===== config.mk =====
export PLATFORM = sky130hd
export DESIGN_NAME = bakery_ticket_lock_arbiter
export DESIGN_NICKNAME = d
export VERILOG_FILES = /design/src/rtl/btl_pkg.sv /design/src/rtl/btl_cell.sv /design/src/rtl/bakery_ticket_lock_arbiter.sv
export SDC_FILE = /design/constraint.sdc
export NUM_CORES = 1
export LEC_CHECK = 0
export ABC_AREA = 1
export BUFFER_PORTS_ARGS = -buffer_cell sky130_fd_sc_hd__buf_2
export CORE_MARGIN = 2
export CORE_UTILIZATION = 45
export CTS_CLUSTER_SIZE = 14
export DETAILED_ROUTE_END_ITERATION = 7
export GPL_TIMING_DRIVEN = 0
export PLACE_DENSITY_LB_ADDON = 0.25
export RECOVER_POWER = 50
export SLEW_MARGIN = 15
export SYNTH_ARGS = -nofsm -noshare
export SYNTH_HDL_FRONTEND = slang
export SYNTH_SLANG_ARGS = --single-unit

===== constraint.sdc =====
create_clock -name clk -period 3.35 [get_ports clk]
set_input_delay 0.335 -clock clk [delete_from_list [all_inputs] [get_ports clk]]
set_output_delay 0.335 -clock clk [all_outputs]
set_load 0.02 [all_outputs]

===== src/rtl/btl_pkg.sv =====
// ----------------------------------------------------------------------------
// btl_pkg
// Shared constants, link types and index helpers for the bakery ticket lock.
// ----------------------------------------------------------------------------
package btl_pkg;

  localparam int THREADS     = 8;
  localparam int TICKET_BITS = 16;

  localparam int IDX_W  = (THREADS > 1) ? $clog2(THREADS) : 1;
  localparam int ID_W   = 3;
  localparam int CFG_W  = 4;
  localparam int CNT_W  = $clog2(THREADS + 1);
  localparam int CMP_W  = ((CNT_W > CFG_W) ? CNT_W : CFG_W) + 1;
  localparam int DATA_W = 8;

  localparam logic [CFG_W-1:0]       CFG_RESET  = CFG_W'(8);
  localparam logic [TICKET_BITS-1:0] TICKET_MAX = '1;

  localparam logic FUNC_REQ = 1'b0;
  localparam logic FUNC_REL = 1'b1;

  typedef logic [TICKET_BITS-1:0] ticket_t;
  typedef logic [IDX_W-1:0]       idx_t;

  // running max and running best as they travel down the chain
  typedef struct packed {
    logic    v;
    ticket_t max_tkt;
    logic    found;
    ticket_t best_tkt;
    idx_t    best_id;
  } link_t;

  typedef struct packed {
    logic excl;
    idx_t id;
  } cmd_t;

  typedef struct packed {
    logic    we;
    idx_t    id;
    logic    flag;
    ticket_t ticket;
  } upd_t;

  function automatic idx_t to_idx(input logic [ID_W-1:0] id);
    logic [ID_W+IDX_W-1:0] w;
    w = {{IDX_W{1'b0}}, id};
    return w[IDX_W-1:0];
  endfunction

  function automatic logic [ID_W-1:0] to_id(input idx_t idx);
    logic [ID_W+IDX_W-1:0] w;
    w = {{ID_W{1'b0}}, idx};
    return w[ID_W-1:0];
  endfunction

endpackage


===== src/rtl/btl_cell.sv =====
// ----------------------------------------------------------------------------
// btl_cell
// One thread's flag and ticket; folds them into the passing max/min link.
// ----------------------------------------------------------------------------
module btl_cell (
  input  logic           clk,
  input  logic           rst,
  input  btl_pkg::idx_t  idx,
  input  btl_pkg::cmd_t  cmd,
  input  btl_pkg::upd_t  upd,
  input  btl_pkg::link_t link_in,
  output btl_pkg::link_t link_out,
  output logic           flag
);

  btl_pkg::ticket_t ticket;
  btl_pkg::link_t   link_next;
  logic             use_me;

  always_comb begin
    use_me    = flag && (ticket != '0) && !(cmd.excl && (cmd.id == idx));
    link_next = link_in;
    if (ticket > link_in.max_tkt) begin
      link_next.max_tkt = ticket;
    end
    if (use_me && (!link_in.found || (ticket < link_in.best_tkt))) begin
      link_next.found    = 1'b1;
      link_next.best_tkt = ticket;
      link_next.best_id  = idx;
    end
  end

  always_ff @(posedge clk) begin
    if (rst) begin
      flag     <= 1'b0;
      ticket   <= '0;
      link_out <= '0;
    end else begin
      link_out <= link_next;
      if (upd.we && (upd.id == idx)) begin
        flag <= upd.flag;
        if (upd.flag) begin
          ticket <= upd.ticket;
        end
      end
    end
  end

endmodule


===== src/rtl/bakery_ticket_lock_arbiter.sv =====
// ----------------------------------------------------------------------------
// bakery_ticket_lock_arbiter
// Ticket lock arbiter: request/release events in, current owner out.
// ----------------------------------------------------------------------------
// Usage:
//   s_* carries one event per request: s_tuser is the kind (0 lock, 1 release),
//   s_tdata[2:0] the thread id. m_* returns one result per event: the owner
//   (valid flag and id) in m_tdata and the ignored flag in m_tuser.
//   cfg_we/cfg_wdata set the active thread count; write it only when idle.
//   Each thread is a cell in a chain; one sweep token walks the chain, one
//   cell per cycle, gathering the largest ticket and the smallest flagged
//   (ticket, id) pair. The requesting thread is merged at the chain's end.
//   An accepted event passes the launch register, each cell's link register,
//   the fin register (S_DONE) and the output register. Events are taken one
//   at a time: the next is accepted only once the arbiter is back in S_IDLE.
//   A new event is accepted while a result still waits on m_*; its own
//   result then holds at the chain end until the output register is free.
//   Reset clears all flags and tickets, sets the active count to eight and
//   empties the output register.
// ----------------------------------------------------------------------------
module bakery_ticket_lock_arbiter (
  input  logic                       clk,
  input  logic                       rst,
  input  logic                       s_tvalid,
  output logic                       s_tready,
  input  logic [btl_pkg::DATA_W-1:0] s_tdata,   // [2:0] thread_id
  input  logic                       s_tuser,   // [0] func
  output logic                       m_tvalid,
  input  logic                       m_tready,
  output logic [btl_pkg::DATA_W-1:0] m_tdata,   // [0] owner_valid, [3:1] owner_id
  output logic                       m_tuser,   // [0] ignored
  input  logic                       cfg_we,
  input  logic [btl_pkg::CFG_W-1:0]  cfg_wdata
);

  typedef enum logic [1:0] {S_IDLE, S_SWEEP, S_DONE} state_t;

  state_t                     state;
  logic [btl_pkg::CFG_W-1:0]  active;
  logic                       launch;
  btl_pkg::cmd_t              cmd;
  logic                       func_r;
  logic                       ign_r;
  btl_pkg::link_t             fin;
  btl_pkg::link_t             links [btl_pkg::THREADS+1];
  logic [btl_pkg::THREADS-1:0] flags;
  btl_pkg::upd_t              upd;

  logic [btl_pkg::ID_W-1:0]   in_id;
  btl_pkg::idx_t              in_idx;
  logic [btl_pkg::CMP_W-1:0]  eff;
  logic                       in_range;
  logic                       in_ign;
  logic                       accept;
  logic                       out_free;
  logic                       req;
  btl_pkg::ticket_t           t_new;
  logic                       cand;
  logic                       own_v;
  btl_pkg::idx_t              own_idx;

  assign s_tready = (state == S_IDLE);
  assign accept   = s_tvalid && s_tready;
  assign out_free = !m_tvalid || m_tready;

  assign in_id    = s_tdata[btl_pkg::ID_W-1:0];
  assign in_idx   = btl_pkg::to_idx(in_id);
  assign eff      = (btl_pkg::CMP_W'(active) > btl_pkg::CMP_W'(btl_pkg::THREADS)) ?
                    btl_pkg::CMP_W'(btl_pkg::THREADS) : btl_pkg::CMP_W'(active);
  assign in_range = btl_pkg::CMP_W'(in_id) < eff;
  assign in_ign   = !in_range || ((s_tuser == btl_pkg::FUNC_REQ) && flags[in_idx]);

  assign links[0] = '{v: launch, max_tkt: '0, found: 1'b0, best_tkt: '0, best_id: '0};

  for (genvar k = 0; k < btl_pkg::THREADS; k++) begin : g_cell
    btl_cell u_cell (
      .clk      (clk),
      .rst      (rst),
      .idx      (btl_pkg::IDX_W'(k)),
      .cmd      (cmd),
      .upd      (upd),
      .link_in  (links[k]),
      .link_out (links[k+1]),
      .flag     (flags[k])
    );
  end

  // merge the requester's new ticket with the best of the others
  always_comb begin
    req     = !ign_r && (func_r == btl_pkg::FUNC_REQ);
    t_new   = (fin.max_tkt == btl_pkg::TICKET_MAX) ? fin.max_tkt
                                                   : fin.max_tkt + 1'b1;
    cand    = req && (!fin.found || (t_new < fin.best_tkt) ||
                      ((t_new == fin.best_tkt) && (cmd.id < fin.best_id)));
    own_v   = fin.found || req;
    own_idx = cand ? cmd.id : (fin.found ? fin.best_id : '0);
    upd.we     = (state == S_DONE) && out_free && !ign_r;
    upd.id     = cmd.id;
    upd.flag   = (func_r == btl_pkg::FUNC_REQ);
    upd.ticket = t_new;
  end

  always_ff @(posedge clk) begin
    if (rst) begin
      state    <= S_IDLE;
      active   <= btl_pkg::CFG_RESET;
      launch   <= 1'b0;
      m_tvalid <= 1'b0;
    end else begin
      launch <= accept;
      if (cfg_we) begin
        active <= cfg_wdata;
      end
      if (m_tvalid && m_tready && (state != S_DONE)) begin
        m_tvalid <= 1'b0;
      end
      case (state)
        S_IDLE: begin
          if (accept) begin
            cmd.excl <= !in_ign;
            cmd.id   <= in_idx;
            func_r   <= s_tuser;
            ign_r    <= in_ign;
            state    <= S_SWEEP;
          end
        end
        S_SWEEP: begin
          if (links[btl_pkg::THREADS].v) begin
            fin   <= links[btl_pkg::THREADS];
            state <= S_DONE;
          end
        end
        S_DONE: begin
          if (out_free) begin
            m_tvalid <= 1'b1;
            m_tdata  <= {{(btl_pkg::DATA_W-btl_pkg::ID_W-1){1'b0}},
                         btl_pkg::to_id(own_idx), own_v};
            m_tuser  <= ign_r;
            state    <= S_IDLE;
          end
        end
        default: state <= S_IDLE;
      endcase
    end
  end

endmodule


Word level (Yosys, flattened, before mapping)
Cells that the tools add are included.
- register bits after elaboration: 487
- bits in latches: 0
- bits in writable memories: 0
- memory bits (read-only): 0
- input port bits: 18
- output and inout bits: 11
- word-level logic and storage cells: 255
- memories: 0
- $add $sub $neg: 1
- $mul: 0
- divide/modulo/power cells: 0
- order comparisons: 20
- equal/unequal tests: 15
- shifts and indexed selects: 0
- muxes and demuxes: 28
- bitwise logic cells: 5
- reductions and logical operators: 110
- operators with widths (operator ; number):
    two-way mux 20 bit ; 8
    < comparator 16 bit ; 8
    two-way mux 16 bit ; 8
    nonzero test 16 bit ; 8
    greater-than comparator 16 bit ; 7
    logical AND 1 bit ; 48
    zero test 1 bit ; 20
    adder 16 x 1 -> 16 bit (second input constant) ; 1
    equality test 16 bit ; 1
    equality test 16 bit (second input constant) ; 1
    greater-than comparator 16 x 1 -> 1 bit (second input constant) ; 1
    AND reduction 2 bit ; 8
    OR reduction 2 bit ; 8
    equality test 3 bit (second input constant) ; 4
    logical OR 1 bit ; 12
    AND reduction 3 bit ; 4
    equality test 3 x 2 -> 1 bit (second input constant) ; 2
    two-way mux 2 bit ; 3
    two-way mux 3 bit ; 2
    case mux 2 bit (3 select lines) ; 1
    NOT 1 bit ; 5
    greater-than comparator 4 bit (second input constant) ; 1
    < comparator 3 x 4 -> 1 bit ; 1
    < comparator 3 x 4 -> 1 bit (second input constant) ; 1
    11 further kinds ; 16

Logic depth before layout (Yosys ltp)
- depth in word-level cells: 7
- gate-level depth with buffers: 19
- gate-level depth less buffers: 19

By module
A second synthesis with hierarchy kept.
- cell total of the unflattened synthesis: 3542
- area, all modules: 26645.6 sq um
- modules (own cells, without submodules) (module ; instances ; cells an instance ; area an instance (sq um) ; sequential area each (sq um)):
    btl_cell ; 8 ; 405 ; 2966.6 ; 1081.0
    bakery_ticket_lock_arbiter ; 1 ; 302 ; 2912.8 ; 1571.5

Worst setup path after synthesis
Ideal clock, no wire load.
- path kind: input port to flip-flop
- start point: in rst
- end point: reg fin[0] (netlist bit), enable pin
- setup time: 429 ps
- arrival time: 2435 ps
- required time: 2921 ps
- slack: 486 ps
- stages: 4
- buffers on the path: 3
- path through: buf_2 clkbuf_1 buf_1 nor2_1
- word-level cells in the longest chain between the ends: 2
- RTL lines (element ; RTL line ; RTL):
    from (decl) ; bakery_ticket_lock_arbiter.sv:23 ; input logic rst,
    NOT 1 bit (no line) ; -- ;
    AND reduction 3 bit (no line) ; -- ;
    to (signal assigned) ; bakery_ticket_lock_arbiter.sv:129 ; fin <= links[btl_pkg::THREADS];
    to (decl) ; bakery_ticket_lock_arbiter.sv:44 ; btl_pkg::link_t fin;
Every way passes these cells.
A chain may end at the register's enable or synchronous reset.

==> results.toml <==
[clock_tree]
cts_tree = "built"
clkSinkCount = 480
clockBufferDepth = 3
numCtsBuffers = 50
clk_pin_slew_ns = 0.06
cts_max_level = 2
root_buffer = "clkbuf_16"
insertion_delay_ns = 0.62

[cells_and_area]
fin_util_pct = 51.5
fill_cells = 5133
drive_above_1_share_pct = 6.23
syn_to_final_growth_pct = 12.7
final_nets = 3553

[power_and_ir_drop]
sw_frac_of_total_pct = 25.6
total_power_mw = 13.3
p_comb_share_pct = 10.1
p_clk_share_pct = 44.0
power.share.sequential_pct = 45.9
p_leak_nw = 11.8
peakVddDrop_mv = 0.496
p_int_mw = 9.88
p_per_area_nw_per_um2 = 488
p_switching_mw = 3.40

[die]
die_w_um = 236
core_um2 = 52900
initial_core_util_pct = 45.7
rows = 84
num_io_pins = 29
dieArea_um2 = 55600
fp.dieH_um = 236

[setup_path]
critPathArrivalTime_ns = 3.49
critical-path-max-stage-delay_ns = 0.39
r2r_cells = 17
r2r-start = "fin[20]$_DFFE_PP_"
worstPathRequired_ns = 3.72
startpoint = "fin[20]$_DFFE_PP_"
crit_top_cell = "nand2_1"
endpoint_kind = "flop"
critPathSlowestCell = "edfxtp_1"
start_kind = "flop"
critical_path_class = "reg -> reg"
crit_chain = "ha_2, nand3_2, nor2_4, nand3_2, nor2_4, nand2_4, nand3b_1, nand2_8, ha_1, a21oi_1, a21oi_1, nor2_1, nand2_1, nand3_2, nand2_1, nand2_1, nand2_1"
cp_max_fo = 6

[drt]
drcViolationCount = 0
dr.pass1.iters = 5
wire_per_inst_um = 19.3
drtIter0Drc = 2116
ant_nets = 0
drt-total-wl_um = 77900
dr_total_vias = 21399
viasPerCell = 5.31

[sta]
finalCritPeriodShare_pct = 93.1
hold_violations = 0
postLayoutSetupSlackWorst_ns = 0.232
slew_headroom_pct = 27.5
fin_skew_ns = 0.0384
timing.fmax_mhz = 321
worstMarginPinSlew_ns = 1.09
timing.final.crit_period_ns = 3.12
finalSetupViolCount = 0
setup_tns_ns = 0
whs_ns = 0.0285
drv_slew = 0

[synth]
synth_ff_type = "dfxtp_1"
netlist_area_um2 = 24200
syn_inst = 3189
synth_edf_count = 47
synth.avg_cell_area_um2 = 7.58
ys_seq_area_share_pct = 41.7
synth_cell_types = 45
async_flop_share_pct = 0
synthTopCellsByArea = "dfxtp_1, ha_1, inv_1"
yosysWarnings = 0
yosys.area.top_type = "dfxtp_1"
ys_ff_latch = 480
synth_top_area_share_pct = 35.8

[place]
gp_congestion = 0.943
portBuffers = 18
place_worst_setup_slack_ns = -0.574
hpwlAfterDp_um = 58600

[outcome]
status = "finished, final reports clean"

[global_route]
use_met2_pct = 43.7
grt_busiest_layer = "met2"
grt_max_degree = 29
track_usage_pct = 27.6
grt_remaining_overflow = 0
met3_usage_pct = 5.48
grtUsageMet1_pct = 36.7
antenna_found_initial = 1
grt_pass1_wl_um = 116000
grt_pass1_vias = 19532

[flow_run]
cap_violations = 0

[worst_hold_path]
hold_path_class = "in -> reg"
hold_start = "s_tvalid"
min_path_cells = 3
## worst paths after layout
kind / end / slack, ns
max: m_tdata[2]$_DFFE_PP_ / 0.23
min: launch$_SDFF_PP0_ / 0.03
min reg2reg: g_cell[4].u_cell.link_out[36]$_SDFF_PP0_ / 0.40
max reg2reg: m_tdata[2]$_DFFE_PP_ / 0.23
## cell usage after synthesis, types with 4 or more instances
library cell / instances
clkbuf_1: 63
inv_2: 16
nand2_1: 411
nor3_2: 5
buf_2: 40
nand3_2: 4
o21ai_0: 231
a21oi_1: 291
a31oi_1: 52
inv_1: 502
edfxtp_1: 47
o21a_1: 5
dfxtp_1: 433
a21o_1: 5
nor4_1: 21
nor2_1: 454
ha_1: 238
xor2_1: 5
a31oi_2: 5
nand2_2: 7
o21ai_1: 24
nand4_1: 71
nand3_1: 174
buf_4: 13
buf_6: 7
buf_1: 12
nor3_1: 23
## cell usage in the layout, fill, tap and decap left out, drive strengths merged, types with 3 or more instances in the layout
| cell | Yosys | layout |
|---|---|---|
| a21o | 5 | 5 |
| a21oi | 292 | 292 |
| a31oi | 59 | 59 |
| buf | 72 | 84 |
| bufinv | 0 | 3 |
| clkbuf | 63 | 171 |
| clkinv | 0 | 12 |
| conb | 1 | 4 |
| dfxtp | 433 | 433 |
| dlygate4sd3 | 0 | 10 |
| edfxtp | 47 | 47 |
| ha | 238 | 238 |
| inv | 518 | 519 |
| nand2 | 419 | 419 |
| nand3 | 181 | 181 |
| nand4 | 71 | 71 |
| nor2 | 458 | 458 |
| nor3 | 30 | 30 |
| nor4 | 21 | 21 |
| o21a | 5 | 5 |
| o21ai | 255 | 255 |
| xnor2 | 4 | 4 |
| xor2 | 7 | 7 |
## metrics by stage
step | area [um^2] | std cells
finish | 27200 | 4028
global route | 27200 | 4027
CTS | 27300 | 4017
detailed placement | 25300 | 3904
global placement | 25100 | 3898
floorplan | 24200 | 3192
## per-layer routing
metal / routed length [um] / vias up / part of all wire (%)
met4: 3410 / 0 / 4.4
met1: 33700 / 9813 / 43
met5: 0 / - / 0
met3: 6340 / 172 / 8.1
met2: 34400 / 787 / 44
li1: - / 10627 / -
## kinds of logic (layout without fill, tap and decap cells)
| logic type | after synthesis | count (layout) | synth area share (%) |
|---|---|---|---|
| flip-flops | 480 | 480 | 41.7 |
| other | 1 | 5 | 0.0155 |
| AO/OA/AOI/OAI | 620 | 620 | 13.6 |
| multiplexers | 2 | 2 | 0.0828 |
| XOR/XNOR | 11 | 11 | 0.492 |
| buffers and inverters | 653 | 800 | 10.8 |
| AND/OR/NAND/NOR | 1184 | 1184 | 21.1 |
| adder cells (fa/ha/maj) | 238 | 238 | 12.3 |
## cell type report
type	instances	area (um^2)	area share [%]
multi-input cells	2059	11600	42.6
diodes	1	2.50	0.00919
plain buffers	135	608	2.23
clock inverters	17	206	0.758
well taps	688	861	3.16
flip-flops and latches	480	10100	37.0
clock buffers	77	1550	5.67
inverters	518	1940	7.14
repair buffers	53	384	1.41
## registers in the layout, indices dropped and copies added (netlist names)
signal and cells:
active 4, cmd 4, fin 36, func_r 1, g_cell.u_cell.flag 8, g_cell.u_cell.link_out 289, g_cell.u_cell.ticket 128, ign_r 1
launch 1, m_tdata 4, m_tuser 1, m_tvalid 1, state 2
## worst max-delay path: cells and delay by family, from the launching register on
kind / cells / cell delay, ns
AO/OA/AOI/OAI: 2 / 0.27
flip-flops: 1 / 0.39
adder cells (fa/ha/maj): 2 / 0.56
AND/OR/NAND/NOR: 13 / 1.65
## power by group through the flow
stage | clock network (mW) | logic (mW) | registers, mW
finish | 5.84 | 1.34 | 6.10
global route | 6.13 | 1.56 | 6.12
CTS | 5.92 | 1.34 | 6.11
detailed placement | 0 | 1.32 | 6.23
global placement | 0 | 1.31 | 6.23
floorplan | 0 | 1.03 | 6.19
## repair_timing
| action | CTS | global route |
|---|---|---|
| hold endpoints to repair | 8 | 0 |
| hold buffers | 10 | 0 |
| setup endpoints to repair | 3 | 3 |
| pin swaps | 6 | 8 |
| resized for setup | 15 | 14 |
| setup buffers | 9 | 10 |
Note: power is estimated with default switching activity, not from simulation.
